`src/rhc_pkg.sv`:
```
// Shared types and constants for the RGB to HSV converter.
// Holds the pipeline payload structs and the fixed-point scale factors; no dependencies.
package rhc_pkg;

  localparam int CHAN_W     = 8;
  localparam int HUE_W      = 15;
  localparam int Q_W        = 13;
  localparam int REM_W      = 9;
  localparam int DEN_W      = 9;
  localparam int HUE_NUM_W  = 22;
  localparam int SAT_NUM_W  = 17;
  localparam int DIV_STEPS  = Q_W;
  localparam int HUE_SCALE  = 7680;
  localparam int SAT_SCALE  = 510;
  localparam logic [HUE_W-1:0] HUE_FULL_TURN = 15'd23040;

  localparam logic [HUE_W-1:0] HUE_BASE_GREEN    = 15'd3840;
  localparam logic [HUE_W-1:0] HUE_BASE_BLUE     = 15'd11520;
  localparam logic [HUE_W-1:0] HUE_BASE_RED_WRAP = 15'd19200;

  typedef enum logic [1:0] {
    SEC_RED,
    SEC_GREEN,
    SEC_BLUE,
    SEC_RED_WRAP
  } sector_t;

  typedef struct packed {
    logic [CHAN_W-1:0] value;
    logic [CHAN_W-1:0] span;
    logic signed [CHAN_W:0] diff;
    sector_t sector;
  } front_t;

  typedef struct packed {
    logic [REM_W-1:0] rem;
    logic [Q_W-1:0] nq;
    logic [DEN_W-1:0] den;
  } div_t;

  typedef struct packed {
    div_t hue;
    div_t sat;
    sector_t sector;
    logic grey;
    logic black;
    logic [CHAN_W-1:0] value;
  } pix_t;

endpackage

```
`src/rhc_if.sv`:
```
// Valid/ready channel interfaces for pixel input and HSV result beats.
// Depends on rhc_pkg for field widths.
interface rhc_in_if;
  logic valid;
  logic ready;
  logic [rhc_pkg::CHAN_W-1:0] red_in;
  logic [rhc_pkg::CHAN_W-1:0] green_in;
  logic [rhc_pkg::CHAN_W-1:0] blue_in;

  modport source (output valid, output red_in, output green_in, output blue_in, input ready);
  modport sink (input valid, input red_in, input green_in, input blue_in, output ready);
endinterface

interface rhc_out_if;
  logic valid;
  logic ready;
  logic [rhc_pkg::HUE_W-1:0] hue_out;
  logic [rhc_pkg::CHAN_W-1:0] saturation_out;
  logic [rhc_pkg::CHAN_W-1:0] value_out;

  modport source (output valid, output hue_out, output saturation_out, output value_out,
                  input ready);
  modport sink (input valid, input hue_out, input saturation_out, input value_out,
                output ready);
endinterface

```
`src/rhc_sort.sv`:
```
// First stage: max/min of the three channels, sector choice and signed channel difference.
// Depends on rhc_pkg.
module rhc_sort (
  input  logic                        clk,
  input  logic                        rst_n,
  input  logic                        en,
  input  logic                        vld_in,
  input  logic [rhc_pkg::CHAN_W-1:0]  red,
  input  logic [rhc_pkg::CHAN_W-1:0]  green,
  input  logic [rhc_pkg::CHAN_W-1:0]  blue,
  output logic                        vld_out,
  output rhc_pkg::front_t             fr_out
);

  logic [rhc_pkg::CHAN_W-1:0] mx;
  logic [rhc_pkg::CHAN_W-1:0] mn;
  logic signed [rhc_pkg::CHAN_W:0] r_s;
  logic signed [rhc_pkg::CHAN_W:0] g_s;
  logic signed [rhc_pkg::CHAN_W:0] b_s;
  rhc_pkg::front_t fr_nxt;
  rhc_pkg::front_t fr_r;
  logic vld_r;

  assign r_s = $signed({1'b0, red});
  assign g_s = $signed({1'b0, green});
  assign b_s = $signed({1'b0, blue});

  always_comb begin
    mx = red;
    if (green > mx) mx = green;
    if (blue > mx) mx = blue;
    mn = red;
    if (green < mn) mn = green;
    if (blue < mn) mn = blue;

    fr_nxt.value = mx;
    fr_nxt.span  = mx - mn;
    if (blue == mx) begin
      fr_nxt.sector = rhc_pkg::SEC_BLUE;
      fr_nxt.diff   = r_s - g_s;
    end else if (green == mx) begin
      fr_nxt.sector = rhc_pkg::SEC_GREEN;
      fr_nxt.diff   = b_s - r_s;
    end else if (green >= blue) begin
      fr_nxt.sector = rhc_pkg::SEC_RED;
      fr_nxt.diff   = g_s - b_s;
    end else begin
      fr_nxt.sector = rhc_pkg::SEC_RED_WRAP;
      fr_nxt.diff   = g_s - b_s;
    end
  end

  always_ff @(posedge clk) begin
    if (!rst_n) begin
      vld_r <= 1'b0;
    end else if (en) begin
      vld_r <= vld_in;
    end
  end

  always_ff @(posedge clk) begin
    if (en) begin
      fr_r <= fr_nxt;
    end
  end

  assign vld_out = vld_r;
  assign fr_out  = fr_r;

endmodule

```
`src/rhc_prep.sv`:
```
// Second stage: builds the hue and saturation dividends and divisors for the divider chain.
// Depends on rhc_pkg.
module rhc_prep (
  input  logic             clk,
  input  logic             rst_n,
  input  logic             en,
  input  logic             vld_in,
  input  rhc_pkg::front_t  fr_in,
  output logic             vld_out,
  output rhc_pkg::pix_t    pix_out
);

  logic signed [rhc_pkg::CHAN_W+1:0] t_s;
  logic [rhc_pkg::CHAN_W:0] t;
  logic [rhc_pkg::HUE_NUM_W-1:0] hue_num;
  logic [rhc_pkg::SAT_NUM_W-1:0] sat_num;
  rhc_pkg::pix_t pix_nxt;
  rhc_pkg::pix_t pix_r;
  logic vld_r;

  // shift the signed difference into 0..2*span for every sector but plain red
  always_comb begin
    if (fr_in.sector == rhc_pkg::SEC_RED) begin
      t_s = {fr_in.diff[rhc_pkg::CHAN_W], fr_in.diff};
    end else begin
      t_s = {fr_in.diff[rhc_pkg::CHAN_W], fr_in.diff} + $signed({2'b00, fr_in.span});
    end
    t = t_s[rhc_pkg::CHAN_W:0];

    hue_num = rhc_pkg::HUE_NUM_W'(t) * rhc_pkg::HUE_NUM_W'(rhc_pkg::HUE_SCALE)
            + rhc_pkg::HUE_NUM_W'(fr_in.span);
    sat_num = rhc_pkg::SAT_NUM_W'(fr_in.span) * rhc_pkg::SAT_NUM_W'(rhc_pkg::SAT_SCALE)
            + rhc_pkg::SAT_NUM_W'(fr_in.value);

    pix_nxt.hue.rem = rhc_pkg::REM_W'(hue_num >> rhc_pkg::Q_W);
    pix_nxt.hue.nq  = hue_num[rhc_pkg::Q_W-1:0];
    pix_nxt.hue.den = {fr_in.span, 1'b0};
    pix_nxt.sat.rem = rhc_pkg::REM_W'(sat_num >> rhc_pkg::Q_W);
    pix_nxt.sat.nq  = sat_num[rhc_pkg::Q_W-1:0];
    pix_nxt.sat.den = {fr_in.value, 1'b0};
    pix_nxt.sector  = fr_in.sector;
    pix_nxt.grey    = (fr_in.span == '0);
    pix_nxt.black   = (fr_in.value == '0);
    pix_nxt.value   = fr_in.value;
  end

  always_ff @(posedge clk) begin
    if (!rst_n) begin
      vld_r <= 1'b0;
    end else if (en) begin
      vld_r <= vld_in;
    end
  end

  always_ff @(posedge clk) begin
    if (en) begin
      pix_r <= pix_nxt;
    end
  end

  assign vld_out = vld_r;
  assign pix_out = pix_r;

endmodule

```
`src/rhc_div_step.sv`:
```
// One restoring-division step for both the hue and saturation quotients, registered.
// Depends on rhc_pkg; the quotient bit shifts in as the dividend bit shifts out.
module rhc_div_step (
  input  logic           clk,
  input  logic           rst_n,
  input  logic           en,
  input  logic           vld_in,
  input  rhc_pkg::pix_t  pix_in,
  output logic           vld_out,
  output rhc_pkg::pix_t  pix_out
);

  function automatic rhc_pkg::div_t step(input rhc_pkg::div_t d);
    logic [rhc_pkg::REM_W:0] rs;
    logic [rhc_pkg::REM_W:0] sub;
    logic ge;
    rhc_pkg::div_t o;
    rs    = {d.rem, d.nq[rhc_pkg::Q_W-1]};
    sub   = rs - {1'b0, d.den};
    ge    = (rs >= {1'b0, d.den});
    o.rem = ge ? sub[rhc_pkg::REM_W-1:0] : rs[rhc_pkg::REM_W-1:0];
    o.nq  = {d.nq[rhc_pkg::Q_W-2:0], ge};
    o.den = d.den;
    return o;
  endfunction

  rhc_pkg::pix_t pix_nxt;
  rhc_pkg::pix_t pix_r;
  logic vld_r;

  always_comb begin
    pix_nxt     = pix_in;
    pix_nxt.hue = step(pix_in.hue);
    pix_nxt.sat = step(pix_in.sat);
  end

  always_ff @(posedge clk) begin
    if (!rst_n) begin
      vld_r <= 1'b0;
    end else if (en) begin
      vld_r <= vld_in;
    end
  end

  always_ff @(posedge clk) begin
    if (en) begin
      pix_r <= pix_nxt;
    end
  end

  assign vld_out = vld_r;
  assign pix_out = pix_r;

endmodule

```
`src/rhc_finish.sv`:
```
// Last stage: adds the sector base to the hue quotient, wraps, applies grey/black cases.
// Depends on rhc_pkg; drives the output register.
module rhc_finish (
  input  logic                        clk,
  input  logic                        rst_n,
  input  logic                        en,
  input  logic                        vld_in,
  input  rhc_pkg::pix_t               pix_in,
  output logic                        vld_out,
  output logic [rhc_pkg::HUE_W-1:0]   hue,
  output logic [rhc_pkg::CHAN_W-1:0]  sat,
  output logic [rhc_pkg::CHAN_W-1:0]  value
);

  logic [rhc_pkg::HUE_W-1:0] base;
  logic [rhc_pkg::HUE_W-1:0] hue_sum;
  logic [rhc_pkg::HUE_W-1:0] hue_nxt;
  logic [rhc_pkg::CHAN_W-1:0] sat_nxt;
  logic [rhc_pkg::HUE_W-1:0] hue_r;
  logic [rhc_pkg::CHAN_W-1:0] sat_r;
  logic [rhc_pkg::CHAN_W-1:0] value_r;
  logic vld_r;

  always_comb begin
    case (pix_in.sector)
      rhc_pkg::SEC_RED:      base = '0;
      rhc_pkg::SEC_GREEN:    base = rhc_pkg::HUE_BASE_GREEN;
      rhc_pkg::SEC_BLUE:     base = rhc_pkg::HUE_BASE_BLUE;
      rhc_pkg::SEC_RED_WRAP: base = rhc_pkg::HUE_BASE_RED_WRAP;
      default:               base = '0;
    endcase
    hue_sum = base + rhc_pkg::HUE_W'(pix_in.hue.nq);
    if (pix_in.grey) begin
      hue_nxt = '0;
    end else if (hue_sum >= rhc_pkg::HUE_FULL_TURN) begin
      hue_nxt = hue_sum - rhc_pkg::HUE_FULL_TURN;
    end else begin
      hue_nxt = hue_sum;
    end
    sat_nxt = pix_in.black ? '0 : pix_in.sat.nq[rhc_pkg::CHAN_W-1:0];
  end

  always_ff @(posedge clk) begin
    if (!rst_n) begin
      vld_r <= 1'b0;
    end else if (en) begin
      vld_r <= vld_in;
    end
  end

  always_ff @(posedge clk) begin
    if (en) begin
      hue_r   <= hue_nxt;
      sat_r   <= sat_nxt;
      value_r <= pix_in.value;
    end
  end

  assign vld_out = vld_r;
  assign hue     = hue_r;
  assign sat     = sat_r;
  assign value   = value_r;

endmodule

```
`src/rgb_to_hsv_converter_unit.sv`:
```
// RGB to HSV converter: 16-stage pipeline, one pixel beat accepted per cycle.
// Stages in order: sort, prepare, 13 divider steps, finish.
// Throughput one beat per cycle, set by the 13 one-bit divider stages running in lockstep.
// A stall at the output freezes every stage; in_bus.ready follows out_bus.ready while the
// output register holds a beat.
// Synchronous active-low reset clears all stage valid bits; payload is not reset.
module rgb_to_hsv_converter_unit (
  input  logic       clk,
  input  logic       rst_n,
  rhc_in_if.sink     in_bus,
  rhc_out_if.source  out_bus
);

  logic advance;
  logic sort_vld;
  rhc_pkg::front_t sort_fr;
  logic [rhc_pkg::DIV_STEPS:0] div_vld;
  rhc_pkg::pix_t div_pix [0:rhc_pkg::DIV_STEPS];
  logic fin_vld;

  assign advance      = !fin_vld || out_bus.ready;
  assign in_bus.ready = advance;

  rhc_sort u_sort (
    .clk     (clk),
    .rst_n   (rst_n),
    .en      (advance),
    .vld_in  (in_bus.valid),
    .red     (in_bus.red_in),
    .green   (in_bus.green_in),
    .blue    (in_bus.blue_in),
    .vld_out (sort_vld),
    .fr_out  (sort_fr)
  );

  rhc_prep u_prep (
    .clk     (clk),
    .rst_n   (rst_n),
    .en      (advance),
    .vld_in  (sort_vld),
    .fr_in   (sort_fr),
    .vld_out (div_vld[0]),
    .pix_out (div_pix[0])
  );

  for (genvar gi = 0; gi < rhc_pkg::DIV_STEPS; gi = gi + 1) begin : g_div
    rhc_div_step u_step (
      .clk     (clk),
      .rst_n   (rst_n),
      .en      (advance),
      .vld_in  (div_vld[gi]),
      .pix_in  (div_pix[gi]),
      .vld_out (div_vld[gi+1]),
      .pix_out (div_pix[gi+1])
    );
  end

  rhc_finish u_finish (
    .clk     (clk),
    .rst_n   (rst_n),
    .en      (advance),
    .vld_in  (div_vld[rhc_pkg::DIV_STEPS]),
    .pix_in  (div_pix[rhc_pkg::DIV_STEPS]),
    .vld_out (fin_vld),
    .hue     (out_bus.hue_out),
    .sat     (out_bus.saturation_out),
    .value   (out_bus.value_out)
  );

  assign out_bus.valid = fin_vld;

endmodule

```
`src/flat_wrapper.sv`:
```
// flat-port wrapper written by rule: the top's interface ports become plain ports
module rgb_to_hsv_converter_unit_flat 
  (clk, rst_n, in_bus_valid, in_bus_red_in, in_bus_green_in, in_bus_blue_in, in_bus_ready, out_bus_valid, out_bus_hue_out, out_bus_saturation_out, out_bus_value_out, out_bus_ready);
  rhc_in_if in_bus_i ();
  rhc_out_if out_bus_i ();
  input  logic clk;
  input  logic rst_n;
  input wire logic [$bits(in_bus_i.valid)-1:0] in_bus_valid;
  input wire logic [$bits(in_bus_i.red_in)-1:0] in_bus_red_in;
  input wire logic [$bits(in_bus_i.green_in)-1:0] in_bus_green_in;
  input wire logic [$bits(in_bus_i.blue_in)-1:0] in_bus_blue_in;
  output wire logic [$bits(in_bus_i.ready)-1:0] in_bus_ready;
  output wire logic [$bits(out_bus_i.valid)-1:0] out_bus_valid;
  output wire logic [$bits(out_bus_i.hue_out)-1:0] out_bus_hue_out;
  output wire logic [$bits(out_bus_i.saturation_out)-1:0] out_bus_saturation_out;
  output wire logic [$bits(out_bus_i.value_out)-1:0] out_bus_value_out;
  input wire logic [$bits(out_bus_i.ready)-1:0] out_bus_ready;
  assign in_bus_i.valid = in_bus_valid;
  assign in_bus_i.red_in = in_bus_red_in;
  assign in_bus_i.green_in = in_bus_green_in;
  assign in_bus_i.blue_in = in_bus_blue_in;
  assign in_bus_ready = in_bus_i.ready;
  assign out_bus_valid = out_bus_i.valid;
  assign out_bus_hue_out = out_bus_i.hue_out;
  assign out_bus_saturation_out = out_bus_i.saturation_out;
  assign out_bus_value_out = out_bus_i.value_out;
  assign out_bus_i.ready = out_bus_ready;
  rgb_to_hsv_converter_unit u_core (.clk(clk), .rst_n(rst_n), .in_bus(in_bus_i), .out_bus(out_bus_i));
endmodule
```
`config.mk`:
```
export PLATFORM = sky130hd
export DESIGN_NAME = rgb_to_hsv_converter_unit_flat
export DESIGN_NICKNAME = d
export VERILOG_FILES = /design/src/rhc_pkg.sv /design/src/rhc_if.sv /design/src/rhc_sort.sv /design/src/rhc_prep.sv /design/src/rhc_div_step.sv /design/src/rhc_finish.sv /design/src/rgb_to_hsv_converter_unit.sv /design/src/flat_wrapper.sv
export SDC_FILE = /design/constraint.sdc
export NUM_CORES = 1
export LEC_CHECK = 0
export BUFFER_PORTS_ARGS = -buffer_cell sky130_fd_sc_hd__buf_2
export CAP_MARGIN = 20
export CORE_ASPECT_RATIO = 1.5
export CORE_MARGIN = 1.5
export CORE_UTILIZATION = 65
export DETAILED_ROUTE_END_ITERATION = 10
export HOLD_SLACK_MARGIN = 0.15
export PLACE_DENSITY = 0.88
export REMOVE_ABC_BUFFERS = 1
export SETUP_SLACK_MARGIN = 0.5
export SLEW_MARGIN = 20
export SYNTH_ARGS = -nofsm -noshare
export SYNTH_HDL_FRONTEND = slang
export SYNTH_SLANG_ARGS = --single-unit
```
`constraint.sdc`:
```
create_clock -name clk -period 87.7 [get_ports clk]
set_input_delay 21.925 -clock clk [delete_from_list [all_inputs] [get_ports clk]]
set_output_delay 21.925 -clock clk [all_outputs]
set_load 0.05 [all_outputs]
```
== Word level (Yosys, flattened, before mapping) ==
Index checks and enable logic that the tools add are counted.

* Bits in registers: 934
* Input port bits: 28

* Magnitude comparators: 32
* $mul: 2
* Mux-type cells: 34
* $add $sub $neg: 33
* Equality and inequality tests: 5
* Reductions and logical operators: 6

{| class="wikitable"
|+ Operators with widths
! operator !! number
|-
| >= comparator 10 x 9 -> 1 bit || 25
|-
| two-way mux 9 bit || 24
|-
| subtractor 9 bit || 23
|-
| one-hot mux 15 bit (4 select lines) || 1
|-
| two-way mux 8 bit || 4
|-
| subtractor 8 x 8 -> 9 bit || 3
|-
| adder 22 x 8 -> 22 bit || 1
|-
| two-way mux 11 bit || 2
|-
| adder 17 x 8 -> 17 bit || 1
|-
| == test 8 bit || 2
|-
| greater-than comparator 8 bit || 2
|-
| zero test 8 bit || 2
|-
| less-than comparator 8 bit || 2
|-
| multiplier 8 x 8 -> 16 bit (second input constant) || 1
|-
| adder 15 x 13 -> 15 bit || 1
|-
| >= comparator 15 bit (second input constant) || 1
|-
| two-way mux 15 bit || 1
|-
| subtractor 15 bit (second input constant) || 1
|-
| multiplier 9 x 4 -> 13 bit (second input constant) || 1
|-
| adder 9 bit || 1
|-
| >= comparator 5 x 9 -> 1 bit || 1
|-
| subtractor 5 x 9 -> 9 bit || 1
|-
| >= comparator 8 bit || 1
|-
| subtractor 8 bit || 1
|-
| 7 further kinds || 9
|}

== Longest topological paths before layout ==
* Depth in word-level cells: 7
* Gate-level depth with buffers: 25
* Mapped depth without buffers: 23

== By module ==
Synthesis repeated with hierarchy kept, for this count alone.

* Cells, all modules: 3,878
* Area, all modules: 53,430.0 um2

{| class="wikitable"
|+ Modules (own cells, without submodules)
! module !! times used !! cells each !! area each (um2)
|-
| rhc_div_step (u_core.g_div[0].u_step ...) || 12 || 220 || 3,305.7
|-
| rhc_prep || 1 || 482 || 5,213.8
|-
| rhc_sort || 1 || 405 || 3,588.4
|-
| rhc_div_step (u_core.g_div[6].u_step) || 1 || 219 || 3,296.9
|-
| rhc_finish || 1 || 131 || 1,656.6
|-
| rgb_to_hsv_converter_unit || 1 || 1 || 6.3
|}

== Worst setup path before layout ==
Ideal clock, no wire load.

* Kind: in2out
* Start: input out_bus_ready
* End: output in_bus_ready
* Setup slack: 22,342 ps
* Arrival: 43,433 ps
* Stages: 4
* Data required time: 65,775 ps
* Buffers on the path: 2
* Path through: nor2b_1 clkbuf_1 inv_1 clkbuf_1

* Cells in the longest elaborated chain, start to end: 1

{| class="wikitable"
|+ RTL lines
! item !! RTL line !! text
|-
| start, declared || flat_wrapper.sv:17 || <nowiki>input wire logic [$bits(out_bus_i.ready)-1:0] out_bus_ready;</nowiki>
|-
| logical OR 1 bit || rgb_to_hsv_converter_unit.sv:21 || <nowiki>assign advance = !fin_vld || out_bus.ready;</nowiki>
|-
| end, declared || flat_wrapper.sv:12 || <nowiki>output wire logic [$bits(in_bus_i.ready)-1:0] in_bus_ready;</nowiki>
|}

No other way between the ends.

== Worst setup path in the final report ==
Same ends and word-level chain as after synthesis.

==> results.ini <==
[outcome]
outcome = finished, final reports clean

[flow_run]
cap_violations = 0

[floorplanning]
core_area_sq_um = 61000
start_util_pct = 65.7
dieArea_sq_um = 63200
rows = 111
die_w_um = 206
ioPinCount = 61
die_h_um = 307

[logic_synthesis]
ys_types = 76
synth.avg_cell_area_sq_um = 12.9
synth.yosys.seq_area_share_pct = 58.2
synth_top_area_cell = edfxtp_1
ys_warn_count = 0
syn_inst = 3098
synth_area_leaders = edfxtp_1, ha_1, fa_1
ys_seq_elements = 782
synth_edf_count = 766
synth-main-ff-cell = edfxtp_1
async_flop_share_pct = 0
syn_area_sq_um = 40100
yosysTopAreaCellShare_pct = 57.4

[critical_path]
crit_family = buffers and inverters
cp_slowest_cell = nor2b_2
crit_type = in -> out
crit_buf_inv = 3
cp_max_fo = 101
crit_chain = buf_2 > nor2b_2 > inv_8 > buf_2
rr_worst_depth = 16
end_kind = primary output
path_depth = 4
cp_common_cell = buf_2
arrival_ps = 23460
worstPathRequired_ps = 65780
critPathMaxStageDelay_ps = 580
critPathLaunchType = input pin

[cts]
cts_buffer_depth = 3
ctsResizeCount = 0
cts_hold_buf = 0
numCtsBuffers = 72
insertion_delay_ps = 630
postCtsSetupBuffers = 0
clkSlewWorstSetupHoldPaths_ps = 60
tritoncts = built
clkSinkCount = 782
htreeDepth = 3
root_buffer = clkbuf_16

[layout]
instances_no_fill = 4044
postLayoutCoreUtil_pct = 71.4
nets = 3621
regArea_sq_um = 23300
multi_input_area_sq_um = 15200
syn2layout_area_growth_pct = 8.60
drive_above_1_share_pct = 7.16
n_antenna_cell = 0
fillerInstances = 3650

[place]
dp.cells = 3912
gp_congestion = 0.912
port_buffers = 60
place_hpwl_um = 55200
dpl_worst_slack_ps = 42340

[sta]
fin_skew_ps = 27.7
layout_setup_ws_ps = 42320
setup_tns_ps = 0
hold_viol = 0
period_share_pct = 51.7
drv_slew = 0
setup_viol = 0
max-slew-margin-rel_pct = 28.6
tightestPinTransition_ps = 1070
fmax_mhz = 22.0
fin_crit_ps = 45380
rsz0062_at_grt = no

[detailed_routing]
first_pass_iters = 6
wl_per_cell_um = 20.2
post-route-drc-count = 0
drt_wl_total_um = 81800
drt.antenna.violating_nets = 0
via_per_inst = 6.05
drt-initial-drc-count = 1800
vias = 24500

[global_routing]
grt.overflow.total = 0
antenna_found_initial = 1
grt_pass1_vias = 26200
grt_max_degree = 206
grt_pass1_wl_um = 128000
grt_usage_pct = 26.2

[min_path]
min_path_type = reg -> reg
hold-path-cell-count = 0

[synthesized netlist by cell type (3+ instances only)]
| cell | number |
|---|---|
| and3_1 | 8 |
| or3_1 | 9 |
| o21bai_1 | 18 |
| xnor2_1 | 138 |
| and2_1 | 8 |
| o31ai_1 | 29 |
| nand4b_1 | 4 |
| fa_1 | 74 |
| mux2_2 | 45 |
| nand2_1 | 89 |
| a211o_1 | 8 |
| nor4_1 | 5 |
| o221ai_1 | 3 |
| a21oi_1 | 224 |
| o21ai_0 | 114 |
| or2_2 | 4 |
| dfxtp_1 | 16 |
| nand4_1 | 54 |
| clkbuf_1 | 39 |
| a21boi_0 | 23 |
| nor2b_1 | 111 |
| o21a_1 | 12 |
| xor2_1 | 65 |
| a211oi_1 | 15 |
| o211a_1 | 12 |
| nand2b_1 | 85 |
| o41a_1 | 4 |
| or4_1 | 5 |
| nor3_1 | 17 |
| nor2_1 | 178 |
| a31oi_1 | 4 |
| o32ai_1 | 4 |
| edfxtp_1 | 766 |
| a21o_1 | 116 |
| ha_1 | 324 |
| nand3_1 | 16 |
| buf_2 | 3 |
| mux2i_1 | 27 |
| inv_1 | 368 |
| o41ai_1 | 3 |
| o211ai_1 | 6 |
[area by class of cell]
type,instances,share of cell area [%]
timing repair buffer,68,0.865
multi-input combinational,1903,34.9
clock buffer,85,4.30
clock inverter,47,0.871
inverter,368,3.19
sequential,782,53.6
tap,791,2.27
[state kept, by name, summed over array words and instances, names as in the netlist, 8 cells and up]
signal / cells
u_core.u_finish.value: 8
u_core.u_finish.hue: 15
u_core.g_div.u_step.vld_out: 13
u_core.u_prep.pix_out: 49
u_core.u_finish.sat: 8
u_core.g_div.u_step.pix_out: 659
u_core.u_sort.fr_out: 27
[layer usage]
metal / vias to the layer above / routed length (um) / global-route usage, % / share of wire (%)
li1: 11300 / - / - / -
met4: 0 / 5810 / 18.6 / 7.1
met5: - / 0 / 0 / 0
met2: 873 / 46700 / 52.0 / 57
met3: 349 / 2930 / 3.06 / 3.6
met1: 11900 / 26400 / 23.9 / 32
[worst register-to-register path: cells and delay by family, from the launching register on]
kind	cells	cell delay, ps
adder cells (fa/ha/maj)	5	2460
AO/OA/AOI/OAI	6	1390
flip-flops	1	650
AND/OR/NAND/NOR	1	440
XOR/XNOR	2	360
buffers and inverters	2	130
[kinds of logic (layout without fill, tap and decap cells)]
group	count (synthesis)	after routing	share of synthesized area, %
compound gates	620	620	9.79
xor+xnor	203	203	4.44
flops	782	782	58.2
buf+inv	413	568	3.92
fa+ha+maj	400	400	13.9
simple gates	607	607	7.82
mux	73	73	1.97
[cell usage in the layout, fill, tap and decap left out, types with 89 or more instances in the layout]
master	synthesis	layout
nor2b_1	111	110
a21oi_1	224	223
a21o_1	116	116
edfxtp_1	766	766
inv_1	368	367
o21ai_0	114	114
xnor2_1	138	138
nand2_1	89	89
nor2_1	178	178
ha_1	324	324
[metrics by stage]
stage | hold WS, ps | instance area, sq um
2_1_floorplan | 400 | 39900
3_3_place_gp | 400 | 41300
3_5_place_dp | 405 | 41300
4_1_cts | 400 | 43500
5_1_grt | 413 | 43500
6_report | 397 | 43500
[final timing paths]
| path | startpoint | end | slack [ps] |
|---|---|---|---|
| worst max-delay path | out_bus_ready | in_bus_ready | 42320 |
| worst min-delay path | u_core.g_div[11].u_step.pix_out[54] | u_core.g_div[12].u_step.pix_out[55] | 400 |
| worst max register to register | u_core.u_sort.fr_out[11] | u_core.u_prep.pix_out[37] | 81990 |
| worst min register to register | u_core.g_div[11].u_step.pix_out[54] | u_core.g_div[12].u_step.pix_out[55] | 400 |
Power is not shown: default switching activity piles up to over one toggle a cycle in this logic, so the estimate is an artifact.
